**config.mk**
```make
export PLATFORM = sky130hd
export DESIGN_NAME = touch_pad_press_detector
export DESIGN_NICKNAME = d
export VERILOG_FILES = /design/src/rtl/tpd_pkg.sv /design/src/rtl/tpd_accum.sv /design/src/rtl/tpd_judge.sv /design/src/rtl/touch_pad_press_detector.sv
export SDC_FILE = /design/constraint.sdc
export NUM_CORES = 1
export LEC_CHECK = 0
export ABC_CLOCK_PERIOD_IN_PS = 7300
export BUFFER_PORTS_ARGS = -buffer_cell sky130_fd_sc_hd__buf_2
export CAP_MARGIN = 20
export CORE_MARGIN = 4
export CORE_UTILIZATION = 50
export DETAILED_ROUTE_END_ITERATION = 7
export GPL_TIMING_DRIVEN = 1
export PLACE_DENSITY_LB_ADDON = 0.3
export SLEW_MARGIN = 40
export SYNTH_ARGS = -nofsm -noshare
export SYNTH_HDL_FRONTEND = slang
export SYNTH_SLANG_ARGS = --single-unit
```
**constraint.sdc**
```tcl
create_clock -name clk -period 7.3 [get_ports clk]
set_input_delay 1.46 -clock clk [delete_from_list [all_inputs] [get_ports clk]]
set_output_delay 1.46 -clock clk [all_outputs]
set_load 0.03 [all_outputs]
```
**src/rtl/tpd_pkg.sv**
```systemverilog
package tpd_pkg;

    localparam int CountWidth  = 16;
    localparam int TotalWidth  = 20;
    localparam int MiddleWidth = 19;
    localparam int CfgIndexWidth = 1;

    localparam logic [3:0] CAL_SAMPLES     = 4'd10;
    localparam logic [1:0] SCAN_SAMPLES    = 2'd3;
    localparam logic [1:0] HOLDOFF_RELOAD  = 2'd3;

    // floor(x / 6) == (x * RECIP_SIX) >> RecipShift for x below 2**19
    localparam int RecipShift = 20;
    localparam int RecipWidth = 18;
    localparam logic [RecipWidth-1:0] RECIP_SIX = 18'd174763;

    localparam logic [CountWidth-1:0] GATE_RESET = 16'd100;
    localparam logic [CountWidth-1:0] TOP_RESET  = 16'hFFFF;

    typedef enum logic {
        OP_CAL  = 1'b0,
        OP_SCAN = 1'b1
    } opcode_t;

    typedef enum logic {
        KIND_CAL  = 1'b0,
        KIND_SCAN = 1'b1
    } kind_t;

    typedef enum logic [CfgIndexWidth-1:0] {
        REG_GATE_THRESHOLD = 1'b0,
        REG_COUNTER_TOP    = 1'b1
    } reg_index_t;

    typedef struct packed {
        logic                   valid;
        kind_t                  kind;
        logic [MiddleWidth-1:0] value;
    } token_t;

    typedef struct packed {
        kind_t                 kind;
        logic [CountWidth-1:0] baseline;
        logic                  fault;
        logic                  pressed;
        logic [CountWidth-1:0] peak;
    } result_t;

endpackage

```
**src/rtl/tpd_accum.sv**
```systemverilog
module tpd_accum
    import tpd_pkg::*;
(
    input  logic                  clk,
    input  logic                  rst_n,
    input  logic                  en,
    input  logic                  opcode,
    input  logic [CountWidth-1:0] charge_count,
    output token_t                token
);

    logic [3:0]            cal_count_reg, cal_count_next;
    logic [TotalWidth-1:0] cal_total_reg, cal_total_next;
    logic [CountWidth-1:0] lo0_reg, lo0_next, lo1_reg, lo1_next;
    logic [CountWidth-1:0] hi0_reg, hi0_next, hi1_reg, hi1_next;
    logic [1:0]            scan_count_reg, scan_count_next;
    logic [CountWidth-1:0] peak_reg, peak_next;

    logic [TotalWidth-1:0] total_sum;
    logic [CountWidth-1:0] lo0_new, lo1_new, hi0_new, hi1_new;
    logic [3:0]            cal_inc;
    logic [1:0]            scan_inc;
    logic [CountWidth-1:0] peak_new;
    logic [TotalWidth-1:0] middle;

    always_comb
    begin
        total_sum = cal_total_reg + TotalWidth'(charge_count);
        lo0_new = lo0_reg;
        lo1_new = lo1_reg;
        hi0_new = hi0_reg;
        hi1_new = hi1_reg;
        if (charge_count < lo0_reg)
        begin
            lo1_new = lo0_reg;
            lo0_new = charge_count;
        end
        else if (charge_count < lo1_reg)
        begin
            lo1_new = charge_count;
        end
        if (charge_count > hi0_reg)
        begin
            hi1_new = hi0_reg;
            hi0_new = charge_count;
        end
        else if (charge_count > hi1_reg)
        begin
            hi1_new = charge_count;
        end
        cal_inc  = cal_count_reg + 4'd1;
        scan_inc = scan_count_reg + 2'd1;
        peak_new = (charge_count > peak_reg) ? charge_count : peak_reg;
        middle = total_sum - TotalWidth'(lo0_new) - TotalWidth'(lo1_new)
                 - TotalWidth'(hi0_new) - TotalWidth'(hi1_new);
    end

    always_comb
    begin
        cal_count_next  = cal_count_reg;
        cal_total_next  = cal_total_reg;
        lo0_next        = lo0_reg;
        lo1_next        = lo1_reg;
        hi0_next        = hi0_reg;
        hi1_next        = hi1_reg;
        scan_count_next = scan_count_reg;
        peak_next       = peak_reg;
        token.valid     = 1'b0;
        token.kind      = KIND_CAL;
        token.value     = '0;
        case (opcode_t'(opcode))
            OP_CAL:
            begin
                if (cal_inc == CAL_SAMPLES)
                begin
                    token.valid    = 1'b1;
                    token.kind     = KIND_CAL;
                    token.value    = middle[MiddleWidth-1:0];
                    cal_count_next = '0;
                    cal_total_next = '0;
                    lo0_next       = '1;
                    lo1_next       = '1;
                    hi0_next       = '0;
                    hi1_next       = '0;
                end
                else
                begin
                    cal_count_next = cal_inc;
                    cal_total_next = total_sum;
                    lo0_next       = lo0_new;
                    lo1_next       = lo1_new;
                    hi0_next       = hi0_new;
                    hi1_next       = hi1_new;
                end
            end
            OP_SCAN:
            begin
                if (scan_inc == SCAN_SAMPLES)
                begin
                    token.valid     = 1'b1;
                    token.kind      = KIND_SCAN;
                    token.value     = MiddleWidth'(peak_new);
                    scan_count_next = '0;
                    peak_next       = '0;
                end
                else
                begin
                    scan_count_next = scan_inc;
                    peak_next       = peak_new;
                end
            end
            default:
            begin
                token.valid = 1'b0;
            end
        endcase
    end

    always_ff @(posedge clk or negedge rst_n)
    begin
        if (!rst_n)
        begin
            cal_count_reg  <= '0;
            cal_total_reg  <= '0;
            lo0_reg        <= '1;
            lo1_reg        <= '1;
            hi0_reg        <= '0;
            hi1_reg        <= '0;
            scan_count_reg <= '0;
            peak_reg       <= '0;
        end
        else if (en)
        begin
            cal_count_reg  <= cal_count_next;
            cal_total_reg  <= cal_total_next;
            lo0_reg        <= lo0_next;
            lo1_reg        <= lo1_next;
            hi0_reg        <= hi0_next;
            hi1_reg        <= hi1_next;
            scan_count_reg <= scan_count_next;
            peak_reg       <= peak_next;
        end
    end

endmodule

```
**src/rtl/tpd_judge.sv**
```systemverilog
module tpd_judge
    import tpd_pkg::*;
(
    input  logic                  clk,
    input  logic                  rst_n,
    input  logic                  en,
    input  token_t                token,
    input  logic [CountWidth-1:0] gate_threshold,
    input  logic [CountWidth-1:0] counter_top,
    output result_t               result
);

    localparam int ProdWidth = MiddleWidth + RecipWidth;

    logic [CountWidth-1:0] baseline_reg, baseline_next;
    logic [1:0]            holdoff_reg, holdoff_next;

    logic [ProdWidth-1:0]  product;
    logic [CountWidth-1:0] quotient;
    logic [CountWidth:0]   threshold;
    logic                  over;
    logic [1:0]            holdoff_loaded;

    always_comb
    begin
        product  = ProdWidth'(token.value) * ProdWidth'(RECIP_SIX);
        quotient = product[RecipShift +: CountWidth];
        threshold = {1'b0, baseline_reg} + {1'b0, gate_threshold};
        over = {1'b0, token.value[CountWidth-1:0]} > threshold;
        holdoff_loaded = over ? HOLDOFF_RELOAD : holdoff_reg;
    end

    always_comb
    begin
        baseline_next   = baseline_reg;
        holdoff_next    = holdoff_reg;
        result.kind     = token.kind;
        result.baseline = baseline_reg;
        result.fault    = 1'b0;
        result.pressed  = 1'b0;
        result.peak     = '0;
        case (token.kind)
            KIND_CAL:
            begin
                baseline_next   = quotient;
                result.baseline = quotient;
                result.fault    = quotient > (counter_top >> 1);
            end
            KIND_SCAN:
            begin
                result.pressed = over && (holdoff_reg == 2'd0);
                result.peak    = token.value[CountWidth-1:0];
                holdoff_next   = (holdoff_loaded != 2'd0) ? holdoff_loaded - 2'd1 : 2'd0;
            end
            default:
            begin
                result.fault = 1'b0;
            end
        endcase
    end

    always_ff @(posedge clk or negedge rst_n)
    begin
        if (!rst_n)
        begin
            baseline_reg <= '0;
            holdoff_reg  <= '0;
        end
        else if (en && token.valid)
        begin
            baseline_reg <= baseline_next;
            holdoff_reg  <= holdoff_next;
        end
    end

endmodule

```
**src/rtl/touch_pad_press_detector.sv**
```systemverilog
// Charge-time press detector for one capacitive pad. Calibration samples
// (opcode 0) are gathered in groups of ten; the tenth gives a result with the
// new baseline (mean of the middle six) and a fault flag when the baseline is
// above half of counter_top. Scan samples (opcode 1) are gathered in groups
// of three; the third gives a verdict with the group peak and a press flag,
// which is set only on a new touch after the hold-off has run out. Other
// samples give no result. One sample is taken every clock cycle while in_ready
// is high. An accepted sample passes an input register, the running min/max/sum
// stage and the reciprocal-multiply/compare stage before its result reaches the
// output register. Configuration writes take effect at once and are meant for
// idle periods only.
module touch_pad_press_detector
    import tpd_pkg::*;
(
    input  logic                     clk,
    input  logic                     rst_n,
    input  logic                     cfg_we,
    input  logic [CfgIndexWidth-1:0] cfg_index,
    input  logic [CountWidth-1:0]    cfg_data,
    input  logic                     in_valid,
    output logic                     in_ready,
    input  logic                     opcode,
    input  logic [CountWidth-1:0]    charge_count,
    output logic                     out_valid,
    input  logic                     out_ready,
    output logic                     result_kind,
    output logic [CountWidth-1:0]    baseline,
    output logic                     calibration_fault,
    output logic                     pressed,
    output logic [CountWidth-1:0]    scan_peak
);

    logic [CountWidth-1:0] gate_reg, top_reg;

    logic                  s_valid_reg;
    logic                  s_opcode_reg;
    logic [CountWidth-1:0] s_count_reg;

    token_t  token_next, token_reg;
    result_t result_next, result_reg;
    logic    out_valid_reg;

    logic out_free, p_free, p_go, s_go, s_free;

    assign out_free = !out_valid_reg || out_ready;
    assign p_free   = !token_reg.valid || out_free;
    assign p_go     = token_reg.valid && out_free;
    assign s_go     = s_valid_reg && p_free;
    assign s_free   = !s_valid_reg || p_free;
    assign in_ready = s_free;

    always_ff @(posedge clk or negedge rst_n)
    begin
        if (!rst_n)
        begin
            gate_reg <= GATE_RESET;
            top_reg  <= TOP_RESET;
        end
        else if (cfg_we)
        begin
            case (reg_index_t'(cfg_index))
                REG_GATE_THRESHOLD: gate_reg <= cfg_data;
                REG_COUNTER_TOP:    top_reg  <= cfg_data;
                default:            gate_reg <= gate_reg;
            endcase
        end
    end

    // input register
    always_ff @(posedge clk or negedge rst_n)
    begin
        if (!rst_n)
        begin
            s_valid_reg <= 1'b0;
        end
        else if (s_free)
        begin
            s_valid_reg <= in_valid;
        end
    end

    always_ff @(posedge clk)
    begin
        if (s_free && in_valid)
        begin
            s_opcode_reg <= opcode;
            s_count_reg  <= charge_count;
        end
    end

    tpd_accum u_accum (
        .clk          (clk),
        .rst_n        (rst_n),
        .en           (s_go),
        .opcode       (s_opcode_reg),
        .charge_count (s_count_reg),
        .token        (token_next)
    );

    always_ff @(posedge clk or negedge rst_n)
    begin
        if (!rst_n)
        begin
            token_reg <= '0;
        end
        else
        begin
            if (p_free)
            begin
                token_reg.valid <= s_valid_reg && token_next.valid;
            end
            if (s_go && token_next.valid)
            begin
                token_reg.kind  <= token_next.kind;
                token_reg.value <= token_next.value;
            end
        end
    end

    tpd_judge u_judge (
        .clk            (clk),
        .rst_n          (rst_n),
        .en             (p_go),
        .token          (token_reg),
        .gate_threshold (gate_reg),
        .counter_top    (top_reg),
        .result         (result_next)
    );

    // output register
    always_ff @(posedge clk or negedge rst_n)
    begin
        if (!rst_n)
        begin
            out_valid_reg <= 1'b0;
        end
        else if (out_free)
        begin
            out_valid_reg <= token_reg.valid;
        end
    end

    always_ff @(posedge clk)
    begin
        if (p_go)
        begin
            result_reg <= result_next;
        end
    end

    assign out_valid         = out_valid_reg;
    assign result_kind       = result_reg.kind;
    assign baseline          = result_reg.baseline;
    assign calibration_fault = result_reg.fault;
    assign pressed           = result_reg.pressed;
    assign scan_peak         = result_reg.peak;

endmodule

```
Word-level counts from Yosys, hierarchy flattened
Cells that the tools add are included.
{"block": "classes", "n_addsub": 9, "multipliers": 1, "order_cmp": 7, "eq_ne": 2, "muxes": 21, "bitwise_logic": 3, "reduce_logical": 21}
{"cell": "$mux W16", "n": 12}
{"cell": "$sub A19 B16 Y19", "n": 4}
{"cell": "$gt A16 B16 Y1", "n": 3}
{"cell": "$mux W21", "n": 2}
{"cell": "$pmux W21 S2", "n": 1}
{"cell": "$mul A19 B18 Y36 const B", "n": 1}
{"cell": "$lt A16 B16 Y1", "n": 2}
{"cell": "$add A20 B16 Y20", "n": 1}
{"cell": "$mux W20", "n": 1}
{"cell": "$add A16 B16 Y17", "n": 1}
{"cell": "$gt A16 B17 Y1", "n": 1}
{"cell": "$mux W17", "n": 1}
{"cell": "$gt A16 B15 Y1", "n": 1}
{"cell": "$reduce_and A2 Y1", "n": 6}
{"cell": "$logic_and A1 B1 Y1", "n": 7}
{"cell": "$mux W2", "n": 3}
{"cell": "$add A4 B1 Y4 const B", "n": 1}
{"cell": "$eq A4 B4 Y1 const B", "n": 1}
{"cell": "$mux W4", "n": 1}
{"cell": "$logic_not A1 Y1", "n": 3}
{"cell": "$logic_or A1 B1 Y1", "n": 3}
{"cell": "$not A1 Y1", "n": 3}
{"cell": "$add A2 B1 Y2 const B", "n": 1}
{"cell": "$eq A2 B2 Y1 const B", "n": 1}
{"cell": "other kinds (3)", "n": 3}
{"block": "totals", "reg_bits": 231, "input_bits": 39, "word_cells": 88}

Logic depth before layout (Yosys ltp)
{"block": "depth", "depth_word": 9, "mapped_depth": 29}

Hierarchy
Synthesis repeated with hierarchy kept, for this count alone.
{"block": "unflattened", "hier_cells": 2236, "hier_area_um2": 22559.1}
{"module": "tpd_accum", "instances": 1, "cells_per_inst": 1129, "area_per_inst_um2": 10441.3, "seq_area_each_um2": 2667.6}
{"module": "tpd_judge", "instances": 1, "cells_per_inst": 930, "area_per_inst_um2": 8351.8, "seq_area_each_um2": 450.4}
{"module": "touch_pad_press_detector", "instances": 1, "cells_per_inst": 177, "area_per_inst_um2": 3766.1, "seq_area_each_um2": 2961.6}

Least setup slack after synthesis
No wires, ideal clock.
{"block": "synth_path", "path_type": "flip-flop to flip-flop", "from": "register token_reg[1] (netlist name)", "to": "register result_reg, in the netlist calibration_fault, data pin", "setup_ps": 255, "t_arrival_ps": 6505, "setup_slack_ps": 540, "stages_incl_launch_ff": 28, "period_less_slack_ps": 6760, "cell_sequence": "dfrtp_1 > ha_1 > xor2_1 > ha_1 > inv_1 > fa_1 > inv_1 > fa_1 > fa_1 > inv_1 > fa_1 > inv_1 > ha_1 > nand2_1 > nor3_1 > o211ai_1 > a31oi_1 > o31a_1 > a31oi_1 > xnor2_1 > ha_1 > a21o_1 > a21o_1 > a21oi_1 > nor2_1 > a2111oi_0 > a21oi_1 > o21ba_2"}
{"block": "synth_between", "elab_chain_len": 2}
{"item": "start: declaration", "line_no": "touch_pad_press_detector.sv:39", "text": "token_t token_next, token_reg;"}
{"item": "$mul A19 B18 Y36", "line_no": "tpd_judge.sv:26", "text": "product = ProdWidth'(token.value) * ProdWidth'(RECIP_SIX);"}
{"item": "net u_judge.product[29]", "line_no": "tpd_judge.sv:18", "text": "logic [ProdWidth-1:0] product;"}
{"item": "$gt A16 B15 Y1", "line_no": "tpd_judge.sv:47", "text": "result.fault = quotient > (counter_top >> 1);"}
{"item": "end signal: assignment", "line_no": "touch_pad_press_detector.sv:147", "text": "result_reg <= result_next;"}
{"item": "end: declaration", "line_no": "touch_pad_press_detector.sv:40", "text": "result_t result_next, result_reg;"}
The timed path passes the listed nets, and every way through them passes these cells.
A chain may end at the register's enable or synchronous reset.

Worst setup path in the final report
{"block": "layout_path", "from": "register token_reg[12] (netlist name)", "to": "register result_reg, in the netlist calibration_fault, data pin"}
Same word-level chain as after synthesis.

==> flow_summary.json <==
{
  "synth_commonest_cells": "inv_1 (424), ha_1 (324), fa_1 (163)",
  "synth_top_area_cell": "ha_1",
  "area_growth_pct": 11.3,
  "n_fill_cell": 3860,
  "synth_area_leaders": "ha_1 (18%), fa_1 (15%), dfrtp_1 (14%)",
  "cts_buffer_depth": 3,
  "drv_slew": 0,
  "fin_util": 0.563,
  "postCtsHoldBufs": 0,
  "crit_type": "reg2reg",
  "synth_ff_type": "dfrtp_1",
  "cts_buffers": 30,
  "drt_pre_antenna_iters": 5,
  "finalNetCount": 2909,
  "ys.warnings.count": 0,
  "ioPinCount": 76,
  "syn_avg_cell_area_um2": 9.81,
  "cts_tree": "built",
  "setup.worst_path.start": "token_reg[12]",
  "path_delay_family": "adder cells",
  "synth_fa_ha_area_frac": 0.327,
  "path_max_fanout": 6,
  "cp_num_cells": 26,
  "wirelength_um": 58000,
  "grt_max_degree": 87,
  "synth.distinct_cells": 83,
  "grt_pass1_wl_um": 93600,
  "synth-xor-area-share": 0.0270,
  "crit_required_ps": 7630,
  "htree_levels": 1,
  "synth_edf_count": 52,
  "ys_ff_latch": 229,
  "drt_first_iter_violations": 1028,
  "crit_path_end_kind": "flop",
  "drv_cap": 0,
  "die_h_um": 219,
  "place_ws_ps": -4.20,
  "cts_sinks": 229,
  "num_vias": 16700,
  "r2r_slack_ps": 310,
  "r2r-start": "token_reg[12]",
  "maxSlewHeadroom": 0.488,
  "setup_violations": 0,
  "place.port_buffers": 75,
  "crit_buf_inv": 5,
  "drc": 0,
  "insertion_delay_ps": 590,
  "holdWs_ps": 483,
  "skew_ps": 26.5,
  "yosysSeqAreaShare": 0.271,
  "grt_pass1_vias": 17500,
  "rows": 77,
  "crit_arrival_ps": 7310,
  "critPathSlowestCell": "fa_1",
  "max_freq_mhz": 143,
  "core_um2": 44200,
  "critPathMaxStageDelay_ps": 540,
  "yosysMostFrequentCell": "inv_1",
  "antenna_found_initial": 0,
  "diodes": 0,
  "grt_usage": 0.245,
  "fin_crit_ps": 6990,
  "gr-total-overflow": 0,
  "dp_hpwl_um": 45800,
  "postSynthCellCount": 2279,
  "drive_gt1_frac": 0.154,
  "globalplace.congestion": 0.944,
  "path_clk_slew_ps": 60,
  "hold_viol": 0,
  "largest_reg_flops": 21,
  "worst_pin_slew_ps": 768,
  "worst_slack_ps": 313,
  "synth-compound-area-share": 0.141,
  "rsz0062_at_grt": "no",
  "root_buffer": "clkbuf_16",
  "status": "completed",
  "syn_nets": 2805,
  "wire_per_inst_um": 19.4,
  "synth_simple_gate_area_frac": 0.0877,
  "endpoint": "calibration_fault",
  "holdCritPathClass": "reg2reg",
  "via_per_inst": 5.57,
  "die_x_um": 219,
  "start_util": 0.506,
  "die-area_um2": 48200,
  "synth_top_family_by_area": "adder cells",
  "finalCritPeriodShare": 0.957,
  "async_flop_share": 0.773,
  "r2r_cells": 26,
  "muxShareOfSynthArea": 0.0600,
  "netlist_area_um2": 22400,
  "ant_nets": 0,
  "crit_path_start_kind": "flop",
  "synth_top_area_share": 0.181,
  "reg2reg_to": "calibration_fault"
}
## cell families (layout without fill, tap and decap cells)
kind of cell,Yosys count,after routing
adders and majority gates,487,487
xor gates and xnor gates,69,69
muxes,125,125
AOI/OAI and AO/OA,473,473
and+or+nand+nor,400,400
DFF,229,229
buffers and inverters,496,624
## worst min-delay path by stage
stage / cells after the start / start / end
floorplan: 2 / u_accum.cal_total_reg[0] / u_accum.cal_total_reg[0]
global placement: 2 / u_accum.cal_total_reg[0] / u_accum.cal_total_reg[0]
detailed placement: 2 / u_accum.cal_total_reg[3] / u_accum.cal_total_reg[3]
CTS: 2 / u_accum.cal_total_reg[3] / u_accum.cal_total_reg[3]
global route: 2 / u_accum.cal_total_reg[9] / u_accum.cal_total_reg[9]
finish: 2 / u_accum.cal_total_reg[5] / u_accum.cal_total_reg[5]
## routing by layer
layer,GRT usage,part of all wire
met1,0.330,0.44
met2,0.410,0.47
met3,0.0298,0.050
met4,0.0872,0.040
met5,0,0
## placed cells by master, fill, tap and decap left out, types with 14 or more instances in the layout
cell       netlist  routed
xnor2_1         44      44
nor2b_1         14      14
dfstp_2         50      50
buf_2           10      74
o22ai_1         18      18
or3_1           20      20
ha_1           324     314
nand2b_1        16      16
o22a_1          15      15
fa_1           163     163
a21oi_1        110     109
nand2_1        125     123
buf_4            2      66
o21a_1          15      15
edfxtp_1        52      52
clkbuf_16        0      30
o211ai_1        16      16
o21bai_1        15      15
mux2i_1         56      56
nor2_1          78      76
and2_1          27      26
o21ai_0        108     107
dfrtp_1        127     121
mux2_2          67      67
nand3_1         37      37
xor2_1          25      22
inv_1          424     424
a21o_1          53      52
nand4_1         38      38
a22o_1          33      33
## worst register-to-register path: cells and delay by family, from the launching register on
family / cells / cell delay, ps
DFF: 1 / 400
AOI/OAI and AO/OA: 9 / 1710
xor gates and xnor gates: 1 / 250
and+or+nand+nor: 3 / 460
adders and majority gates: 8 / 3390
buffers and inverters: 5 / 530
## timing repair
action | in CTS | in global routing
setup endpoints to repair | 1 | 3
resized for setup | 1 | 26
pin swaps | 1 | 6
gates cloned | 0 | 0
buffers inserted | 2 | 6
## metrics by stage
stage | cells | instance area, µm² | TNS (ps)
2_1_floorplan | 2279 | 22400 | 0
4_1_cts | 2993 | 24700 | 0
5_1_grt | 2999 | 24900 | 0
3_3_place_gp | 2934 | 23600 | 0
3_5_place_dp | 2935 | 23700 | -4.20
6_report | 2999 | 24900 | 0
## cell type report
type	count	area, µm²	area share
multi-input combinational	1554	14500	0.584
sequential	229	6060	0.244
inverter	425	1600	0.0641
timing repair buffer	143	927	0.0373
clock buffer	36	813	0.0327
tap	592	741	0.0298
clock inverter	20	211	0.00850
Power is left out: the tool's default activity adds up to more than one toggle a clock period on the data nets, which glitch-free logic cannot reach.
